$ cat config.mk
export PLATFORM = sky130hd
export DESIGN_NAME = pfpm_ctrl
export DESIGN_NICKNAME = d
export VERILOG_FILES = /design/src/rtl/pfpm_pkg.sv /design/src/rtl/pfpm_ctrl.sv
export SDC_FILE = /design/constraint.sdc
export NUM_CORES = 1
export LEC_CHECK = 0
export ABC_AREA = 1
export BUFFER_PORTS_ARGS = -buffer_cell sky130_fd_sc_hd__buf_2
export CAP_MARGIN = 20
export CORE_MARGIN = 2
export CORE_UTILIZATION = 55
export DETAILED_ROUTE_END_ITERATION = 10
export GPL_ROUTABILITY_DRIVEN = 0
export PLACE_DENSITY = 0.84
export SYNTH_ARGS = -nofsm -noshare
export SYNTH_HDL_FRONTEND = slang
export SYNTH_SLANG_ARGS = --single-unit
$ cat constraint.sdc
create_clock -name clk_i -period 10.4 [get_ports clk_i]
set_input_delay 1.56 -clock clk_i [delete_from_list [all_inputs] [get_ports clk_i]]
set_output_delay 1.56 -clock clk_i [all_outputs]
set_load 0.005 [all_outputs]
$ cat src/rtl/pfpm_pkg.sv
// Shared types and constants of the page frame pool manager.
`timescale 1ns / 1ps
package pfpm_pkg;

  localparam int unsigned MaxFrames    = 512;
  localparam int unsigned IdxW         = $clog2(MaxFrames);
  localparam int unsigned LinkW        = IdxW + 1;
  localparam int unsigned CountW       = IdxW + 1;
  localparam int unsigned AddrW        = 32;
  localparam int unsigned DefPageShift = 12;

  typedef logic [LinkW-1:0] link_t;
  typedef logic [IdxW-1:0]  idx_t;

  localparam link_t NIL = link_t'(MaxFrames);

  typedef enum logic [1:0] {
    MODE_REBUILD,
    MODE_ALLOC,
    MODE_FREE,
    MODE_EVICT
  } mode_e;

  typedef enum logic [1:0] {
    ST_OK,
    ST_NO_FREE,
    ST_NO_BUSY,
    ST_NOT_BUSY
  } status_e;

  typedef enum logic [0:0] {
    CFG_POOL_START,
    CFG_POOL_END
  } cfg_idx_e;

  typedef enum logic [2:0] {
    S_IDLE,
    S_LINK,
    S_APP1,
    S_APP2,
    S_RB_BASE,
    S_RB_COUNT,
    S_RB_SWEEP,
    S_DONE
  } state_e;

  typedef struct packed {
    mode_e      mode;
    logic [8:0] frame_index;
  } req_t;

  typedef struct packed {
    logic [8:0]       result_index;
    logic [AddrW-1:0] frame_addr;
    status_e          status;
    logic [9:0]       free_count;
  } rsp_t;

  typedef struct packed {
    logic  rd_en;
    idx_t  rd_addr;
    logic  nx_we;
    idx_t  nx_addr;
    link_t nx_data;
    logic  pv_we;
    idx_t  pv_addr;
    link_t pv_data;
    logic  bz_we;
    idx_t  bz_addr;
    logic  bz_data;
  } mem_cmd_t;

  typedef struct packed {
    link_t nx;
    link_t pv;
    logic  bz;
  } mem_rd_t;

endpackage

$ cat src/rtl/pfpm_ctrl.sv
// Sequencer for list heads and tails, link updates and the pool rebuild sweep.
`timescale 1ns / 1ps
module pfpm_ctrl
  import pfpm_pkg::*;
#(
  parameter int unsigned PAGE_SHIFT = DefPageShift
) (
  input  logic             clk_i,
  input  logic             rst_ni,
  input  logic             in_valid_i,
  output logic             in_ready_o,
  input  req_t             in_word_i,
  input  logic [AddrW-1:0] pool_start_i,
  input  logic [AddrW-1:0] pool_end_i,
  output logic             res_valid_o,
  input  logic             res_take_i,
  output rsp_t             res_o,
  output mem_cmd_t         cmd_o,
  input  mem_rd_t          rd_i
);

  localparam logic [AddrW:0]   PageMask = (33'd1 << PAGE_SHIFT) - 33'd1;
  localparam logic [AddrW+1:0] PageSize = 34'd1 << PAGE_SHIFT;

  state_e           state_q, state_d;
  mode_e            mode_q, mode_d;
  status_e          status_q, status_d;
  idx_t             f_q, f_d;
  link_t            fh_q, fh_d, ft_q, ft_d, bh_q, bh_d, bt_q, bt_d;
  link_t            tail_q, tail_d;
  logic [CountW-1:0] total_q, total_d;
  logic [CountW-1:0] count_q, count_d;
  logic [AddrW-1:0] base_q, base_d;
  logic [AddrW:0]   rb_p_q, rb_p_d;
  idx_t             sweep_q, sweep_d;
  logic             built_q, built_d;

  link_t            app_tail;
  logic             is_busy;
  logic [AddrW:0]   rb_span;
  logic [AddrW:0]   rb_pages;
  link_t            sweep_next;

  assign app_tail = (mode_q == MODE_FREE) ? ft_q : bt_q;
  assign is_busy  = rd_i.bz & built_q;
  assign rb_span  = {1'b0, pool_end_i} - rb_p_q;
  assign rb_pages = rb_span >> PAGE_SHIFT;
  assign sweep_next = link_t'(sweep_q) + link_t'(1);

  always_ff @(posedge clk_i or negedge rst_ni) begin
    if (!rst_ni) begin
      state_q <= S_IDLE;
      fh_q    <= NIL;
      ft_q    <= NIL;
      bh_q    <= NIL;
      bt_q    <= NIL;
      total_q <= '0;
      base_q  <= '0;
      built_q <= 1'b0;
    end else begin
      state_q <= state_d;
      fh_q    <= fh_d;
      ft_q    <= ft_d;
      bh_q    <= bh_d;
      bt_q    <= bt_d;
      total_q <= total_d;
      base_q  <= base_d;
      built_q <= built_d;
    end
  end

  always_ff @(posedge clk_i) begin
    mode_q   <= mode_d;
    status_q <= status_d;
    f_q      <= f_d;
    tail_q   <= tail_d;
    count_q  <= count_d;
    rb_p_q   <= rb_p_d;
    sweep_q  <= sweep_d;
  end

  always_comb begin
    state_d     = state_q;
    mode_d      = mode_q;
    status_d    = status_q;
    f_d         = f_q;
    fh_d        = fh_q;
    ft_d        = ft_q;
    bh_d        = bh_q;
    bt_d        = bt_q;
    tail_d      = tail_q;
    total_d     = total_q;
    count_d     = count_q;
    base_d      = base_q;
    rb_p_d      = rb_p_q;
    sweep_d     = sweep_q;
    built_d     = built_q;
    cmd_o       = '0;
    in_ready_o  = 1'b0;
    res_valid_o = 1'b0;

    case (state_q)
      S_IDLE: begin
        in_ready_o = 1'b1;
        if (in_valid_i) begin
          mode_d   = in_word_i.mode;
          status_d = ST_OK;
          case (in_word_i.mode)
            MODE_ALLOC: f_d = fh_q[IdxW-1:0];
            MODE_EVICT: f_d = bh_q[IdxW-1:0];
            default:    f_d = idx_t'(in_word_i.frame_index);
          endcase
          cmd_o.rd_en   = 1'b1;
          cmd_o.rd_addr = f_d;
          state_d = (in_word_i.mode == MODE_REBUILD) ? S_RB_BASE : S_LINK;
        end
      end

      S_LINK: begin
        state_d = S_APP1;
        case (mode_q)
          MODE_ALLOC: begin
            if (fh_q == NIL) begin
              status_d = ST_NO_FREE;
              state_d  = S_DONE;
            end else begin
              if (rd_i.pv == NIL) fh_d = rd_i.nx;
              if (rd_i.nx == NIL) ft_d = rd_i.pv;
              total_d       = total_q - CountW'(1);
              cmd_o.bz_we   = 1'b1;
              cmd_o.bz_data = 1'b1;
            end
          end
          MODE_EVICT: begin
            if (bh_q == NIL) begin
              status_d = ST_NO_BUSY;
              state_d  = S_DONE;
            end else if (bh_q == bt_q) begin
              state_d = S_DONE;
            end else begin
              if (rd_i.pv == NIL) bh_d = rd_i.nx;
              if (rd_i.nx == NIL) bt_d = rd_i.pv;
            end
          end
          default: begin
            if (!is_busy) begin
              status_d = ST_NOT_BUSY;
              state_d  = S_DONE;
            end else begin
              if (rd_i.pv == NIL) bh_d = rd_i.nx;
              if (rd_i.nx == NIL) bt_d = rd_i.pv;
              total_d       = total_q + CountW'(1);
              cmd_o.bz_we   = 1'b1;
              cmd_o.bz_data = 1'b0;
            end
          end
        endcase
        if (state_d == S_APP1) begin
          cmd_o.bz_addr = f_q;
          cmd_o.nx_we   = (rd_i.pv != NIL);
          cmd_o.nx_addr = rd_i.pv[IdxW-1:0];
          cmd_o.nx_data = rd_i.nx;
          cmd_o.pv_we   = (rd_i.nx != NIL);
          cmd_o.pv_addr = rd_i.nx[IdxW-1:0];
          cmd_o.pv_data = rd_i.pv;
        end
      end

      S_APP1: begin
        tail_d        = app_tail;
        cmd_o.pv_we   = 1'b1;
        cmd_o.pv_addr = f_q;
        cmd_o.pv_data = app_tail;
        cmd_o.nx_we   = 1'b1;
        cmd_o.nx_addr = f_q;
        cmd_o.nx_data = NIL;
        if (mode_q == MODE_FREE) begin
          if (ft_q == NIL) fh_d = link_t'(f_q);
          ft_d = link_t'(f_q);
        end else begin
          if (bt_q == NIL) bh_d = link_t'(f_q);
          bt_d = link_t'(f_q);
        end
        state_d = S_APP2;
      end

      S_APP2: begin
        cmd_o.nx_we   = (tail_q != NIL);
        cmd_o.nx_addr = tail_q[IdxW-1:0];
        cmd_o.nx_data = link_t'(f_q);
        state_d       = S_DONE;
      end

      S_RB_BASE: begin
        rb_p_d  = ({1'b0, pool_start_i} + PageMask) & ~PageMask;
        state_d = S_RB_COUNT;
      end

      S_RB_COUNT: begin
        if (({1'b0, rb_p_q} + PageSize) <= {2'b00, pool_end_i}) begin
          if (rb_pages > (AddrW + 1)'(MaxFrames)) begin
            count_d = CountW'(MaxFrames);
          end else begin
            count_d = rb_pages[CountW-1:0];
          end
        end else begin
          count_d = '0;
        end
        base_d  = rb_p_q[AddrW-1:0];
        built_d = 1'b1;
        total_d = count_d;
        fh_d    = (count_d != '0) ? link_t'(0) : NIL;
        ft_d    = (count_d != '0) ? link_t'(count_d - CountW'(1)) : NIL;
        bh_d    = NIL;
        bt_d    = NIL;
        f_d     = '0;
        sweep_d = '0;
        state_d = S_RB_SWEEP;
      end

      S_RB_SWEEP: begin
        cmd_o.bz_we   = 1'b1;
        cmd_o.bz_addr = sweep_q;
        cmd_o.bz_data = 1'b0;
        if (link_t'(sweep_q) < link_t'(count_q)) begin
          cmd_o.nx_we   = 1'b1;
          cmd_o.nx_addr = sweep_q;
          cmd_o.nx_data = (sweep_next == link_t'(count_q)) ? NIL : sweep_next;
          cmd_o.pv_we   = 1'b1;
          cmd_o.pv_addr = sweep_q;
          cmd_o.pv_data = (sweep_q == '0) ? NIL : link_t'(sweep_q) - link_t'(1);
        end
        sweep_d = sweep_q + idx_t'(1);
        if (sweep_q == '1) begin
          state_d = S_DONE;
        end
      end

      S_DONE: begin
        res_valid_o = 1'b1;
        if (res_take_i) begin
          state_d = S_IDLE;
        end
      end

      default: begin
        state_d = S_IDLE;
      end
    endcase
  end

  always_comb begin
    res_o            = '0;
    res_o.status     = status_q;
    res_o.free_count = 10'(total_q);
    if (status_q != ST_NO_FREE && status_q != ST_NO_BUSY) begin
      res_o.result_index = 9'(f_q);
    end
    if (status_q == ST_OK && mode_q != MODE_REBUILD) begin
      res_o.frame_addr = base_q + (AddrW'(f_q) << PAGE_SHIFT);
    end
  end

endmodule

-- After elaboration in Yosys (flattened, before gate mapping)
Index checks and enable logic that the tools add are counted.
- bits of input ports: 100
- bits in registers: 137
- equal/unequal tests: 48
- reduce and logical (&&, ||, !) cells: 22
- order comparisons: 3
- mux-type cells: 75
- add/sub/neg operators: 10
- bitwise logic cells: 1
- operators with widths (operator ; count):
    $mux 10 ; 32
    $pmux 10 s3 ; 4
    $mux 40 ; 2
    $pmux 10 s2 ; 4
    $pmux 20 s4 ; 1
    $eq 10x10->1 const B ; 6
    $pmux 20 s3 ; 1
    $pmux 9 s2 ; 3
    $add 33x13->34 const B ; 1
    $le 34x32->1 ; 1
    $add 32x12->33 const B ; 1
    $sub 32x33->33 ; 1
    $add 32x21->32 ; 1
    $mux 32 ; 1
    $ne 10x10->1 const B ; 3
    $mux 3 ; 9
    $mux 9 ; 3
    $ne 2x2->1 const B ; 13
    $pmux 3 s8 ; 1
    $pmux 11 s2 ; 1
    $gt 21x10->1 const B ; 1
    $eq 10x10->1 ; 2
    $sub 10x1->10 const B ; 2
    $ne 3x3->1 const B ; 5
    other kinds (33) ; 60

-- Longest topological paths before layout
- word-level depth: 8
- depth in mapped cells: 32

-- Least setup slack after synthesis
Ideal clock, no wire load.
- path type: in2reg
- from: in pool_end_i[12]
- to: reg ft_q[8]
- required time: 10.283 ns
- setup slack: 6.105 ns
- setup time: 0.117 ns
- stages: 28
- data arrival time: 4.178 ns
- buffers on the path: 0
- path through: inv_1 -> ha_1 -> fa_1 -> inv_1 -> nand2_1 -> nand2_1 -> nand3_1 -> nand2_2 -> nand2_2 -> nand2_1 -> nand2_1 -> nand2_2 -> nand2_1 -> nor2_2 -> nand3_2 -> nor2_8 -> nand2_4 -> nor2_1 -> inv_1 -> ha_1 -> nand2_1 -> nor2_1 -> nand2_1 -> nand2_1 -> nand2_1 -> nor2_1 -> nor2_1 -> nor2_1
- cells in the longest elaborated chain, start to end: 8
- RTL lines (element ; RTL line ; text):
    start: declaration ; pfpm_ctrl.sv:14 ; input logic [AddrW-1:0] pool_end_i,
    $sub 32x33->33 ; pfpm_ctrl.sv:46 ; assign rb_span = {1'b0, pool_end_i} - rb_p_q;
    $gt 21x10->1 ; pfpm_ctrl.sv:201 ; if (rb_pages > (AddrW + 1)'(MaxFrames)) begin
    $mux 10 ; pfpm_ctrl.sv:201 ;
    $mux 10 * ; pfpm_ctrl.sv:200 ; if (({1'b0, rb_p_q} + PageSize) <= {2'b00, pool_end_i}) begin
    $mux 10 * ; pfpm_ctrl.sv:102 ; case (state_q)
    $sub 10x1->10 / $reduce_bool 10->1 (equally long branches) ; pfpm_ctrl.sv:213 ; ft_d = (count_d != '0) ? link_t'(count_d - CountW'(1)) : NIL;
    $mux 10 * ; pfpm_ctrl.sv:213 ;
    $pmux 10 s3 * ; pfpm_ctrl.sv:102 ;
    end signal: assignment ; pfpm_ctrl.sv:63 ; ft_q <= ft_d;
    end: declaration ; pfpm_ctrl.sv:29 ; link_t fh_q, fh_d, ft_q, ft_d, bh_q, bh_d, bt_q, bt_d;
Every way passes the cells marked *; elsewhere a longest branch is shown, timed or not. The select of a mux whose other input is x is not followed.
A chain may end at the register's enable or synchronous reset.

-- Worst setup path in the final report
- from: reg rb_p_q[13]
- to: reg ft_q[6]
- cells in the longest elaborated chain, start to end: 8
- RTL lines (element ; RTL line ; text):
    start: declaration ; pfpm_ctrl.sv:34 ; logic [AddrW:0] rb_p_q, rb_p_d;
    start signal: assignment ; pfpm_ctrl.sv:78 ; rb_p_q <= rb_p_d;
    $sub 32x33->33 ; pfpm_ctrl.sv:46 ;
    $gt 21x10->1 ; pfpm_ctrl.sv:201 ;
    $mux 10 ; pfpm_ctrl.sv:201 ;
    $mux 10 * ; pfpm_ctrl.sv:200 ;
    $mux 10 * ; pfpm_ctrl.sv:102 ;
    $sub 10x1->10 / $reduce_bool 10->1 (equally long branches) ; pfpm_ctrl.sv:213 ;
    $mux 10 * ; pfpm_ctrl.sv:213 ;
    $pmux 10 s3 * ; pfpm_ctrl.sv:102 ;
Marked as above.

==> flow_summary.yaml <==
outcome:
  status: "completed"
placement:
  dp.cells: 2214
  placed_area_mm2: 0.01319
  post-place-ws_ns: 5.303
  dp_hpwl_um: 31110
  port-buffer-count: 203
synthesis:
  synth_top_area_cell: "edfxtp_1"
  synth_top_area_share_pct: 15.83
  synth-async-reset-ratio_pct: 54.01
  netlist_top_cells_area: "edfxtp_1 (16%), dfrtp_1 (15%), nand2_1 (14%), inv_1 (8.8%), ha_1 (7.6%)"
  syn_area_mm2: 0.01195
  ys_seq_area_share_pct: 31.38
  ys_types: 56
  synth_flop_cell: "dfrtp_1"
  ys_top_cells_by_count: "nand2_1 (435), inv_1 (279), nor2_1 (208), o21ai_0 (96), a21oi_1 (93)"
  yosys_register_bits: 137
  synth_edf_count: 63
  synthMostInstantiatedCell: "nand2_1"
  syn_inst: 1763
  syn_area_per_cell_um2: 6.777
  ys_warn_count: 0
die:
  rows: 53
  die_y_um: 151.4
  core_area_mm2: 0.02115
  start_util_pct: 56.48
  dieWidth_um: 151.4
  ios: 216
  die-area_mm2: 0.02292
layout:
  fill_cells: 1841
  syn2layout_area_growth_pct: 15.07
  seq_area_mm2: 0.003749
  n_antenna_cell: 0
  drive_gt1_share_pct: 16.13
  multi_input_area_mm2: 0.006907
  final_area_mm2: 0.01375
  instances_no_fill: 2247
  nets: 2135
route:
  dr.pass1.iters: 10
  drc_errors: 0
  drt_iter0_drc: 1627
  wl_um: 39780
  viasPerCell: 5.854
  num_vias: 13160
  drtAntennaViolNets: 0
  avgRoutedWirePerCell_um: 17.70
hold_path:
  min_path_cells: 2
  hold_path.class: "reg2reg"
  min_to: "fh_q[9]"
  min_from: "fh_q[9]"
timing:
  timing.fmax_mhz: 186.7
  tightestPinTransition_ns: 1.071
  fin_tns_setup_ns: 0
  setup_violations: 0
  finalHoldViolCount: 0
  fin_skew_ns: 0.01188
  rsz0062_at_grt: "no"
  max_slew_margin_pct: 28.37
  hold_ws_ns: 0.4859
  setup_ws_ns: 5.043
  fin_crit_ns: 5.357
  slew_viol_final: 0
  fin_crit_sh_pct: 51.51
setup_path:
  end_kind: "flop"
  path_class: "reg2reg"
  r2r_start: "rb_p_q[13]"
  cp-start-kind: "flop"
  critical_path_buf_inv_count: 3
  crit_path_max_incr_delay_ns: 0.81
  rrSetupSlack_ns: 5.04
  critPathSlowestCell: "a21oi_1"
  r2r_cells: 29
  required_ns: 10.72
  path_delay_family: "simple AND/OR/NAND/NOR gates"
  cp_data_arrival_time_ns: 5.67
  cp_common_cell: "nand2_1"
  critPathMaxFanout: 11
  r2r-end: "ft_q[6]"
clocking:
  numCtsBuffers: 17
  clock-sinks: 137
  clk_pin_slew_worst_paths_ns: 0.07
  cts_resized: 0
  cts.root.buffer_cell: "clkbuf_16"
  cts_hold_buf: 0
  post_cts_buffers: 0
  htree_num_levels: 4
  clock_path_buffers: 2
  cts_tree: "done"
  clk_latency_ns: 0.43
pwr:
  p_per_area_mw_per_mm2: 250.8
  peakVddDrop_uv: 156.0
  power_leakage_uw: 0.007314
global_route:
  grt_pass1_wl_um: 62600
  grt.overflow.total: 0
  grt_pass1_vias: 12440
  grt_max_degree: 75
  antenna_found_initial: 1
  track_usage_pct: 35.43
run:
  drv_cap: 0
-- cells in the final DEF (no fill, tap or decap), drive strengths merged, types with 10 or more instances in the layout --
cell,Yosys,final
dfrtp,70,70
edfxtp,63,63
a21oi,97,97
clkbuf,29,17
nand3,95,95
o211ai,23,23
o22ai,17,17
nor4,19,19
nor3,37,37
ha,73,73
nand4,32,32
nand2,453,453
conb,1,12
xnor2,11,11
inv,292,304
nor2,223,223
xor2,45,45
o21ai,101,101
buf,16,211
o31ai,10,10
-- worst min-delay path, delay by kind of cell (launching register included) --
kind          cells  cell delay, ns
flops             1            0.38
simple gates      2            0.11
-- state kept, by name (all words and copies together), names as in the netlist --
| name | count |
|---|---|
| bt_q | 10 |
| sweep_q | 9 |
| mode_q | 2 |
| total_q | 10 |
| base_q | 20 |
| status_q | 2 |
| fh_q | 10 |
| ft_q | 10 |
| rb_p_q | 21 |
| bh_q | 10 |
| count_q | 10 |
| state_q | 3 |
| f_q | 9 |
| tail_q | 10 |
| built_q | 1 |
-- routing by layer --
metal | track usage, % | wire length [µm]
met1 | 44.27 | 14710
met2 | 56.15 | 17940
met3 | 9.880 | 5141
met4 | 18.04 | 1984
met5 | 0 | 13
-- stage by stage --
stage / power, µW / utilization [%]
after floorplan: 2148 / -
after global placement: 2719 / 62.33
after detailed placement: 2786 / 62.33
after CTS: 3374 / 64.96
after global routing: 3708 / 64.99
final: 3449 / 64.99
-- report_power, final --
group	leakage, µW	internal (µW)	total (µW)	switching (µW)
Clock	0.000278	315	586	271
Combinational	0.00555	631	1850	1210
Sequential	0.00149	804	1020	212
Total	0.00731	1750	3450	1700
-- final cells by class --
type                            count  area share (%)
Multi-Input combinational cell   1295           50.24
Clock buffer                       17           3.094
Inverter                          297           8.109
Tap cell                          275           2.503
Timing Repair Buffer              211           7.845
Clock inverter                     15          0.9465
Sequential cell                   137           27.27
-- cells by family after synthesis --
group | count (synthesis) | share of synthesized area [%]
AND/OR/NAND/NOR | 877 | 31.87
AO/OA/AOI/OAI | 274 | 13.25
adder cells (fa/ha/maj) | 76 | 8.148
other | 1 | 0.03139
flip-flops | 137 | 31.37
buffers and inverters | 342 | 11.23
XOR/XNOR | 56 | 4.105
-- how the worst max path moves through the flow --
stage                               from  cells after the start   endpoint
final                         rb_p_q[13]                     29    ft_q[6]
after global routing          rb_p_q[13]                     29    ft_q[6]
after CTS                     sweep_q[1]                     14  cmd_o[40]
after detailed placement      rb_p_q[13]                     29    ft_q[6]
after global placement        rb_p_q[13]                     29    ft_q[8]
after floorplan           pool_end_i[12]                     28    ft_q[8]
Power figures use the tool's default switching activity.
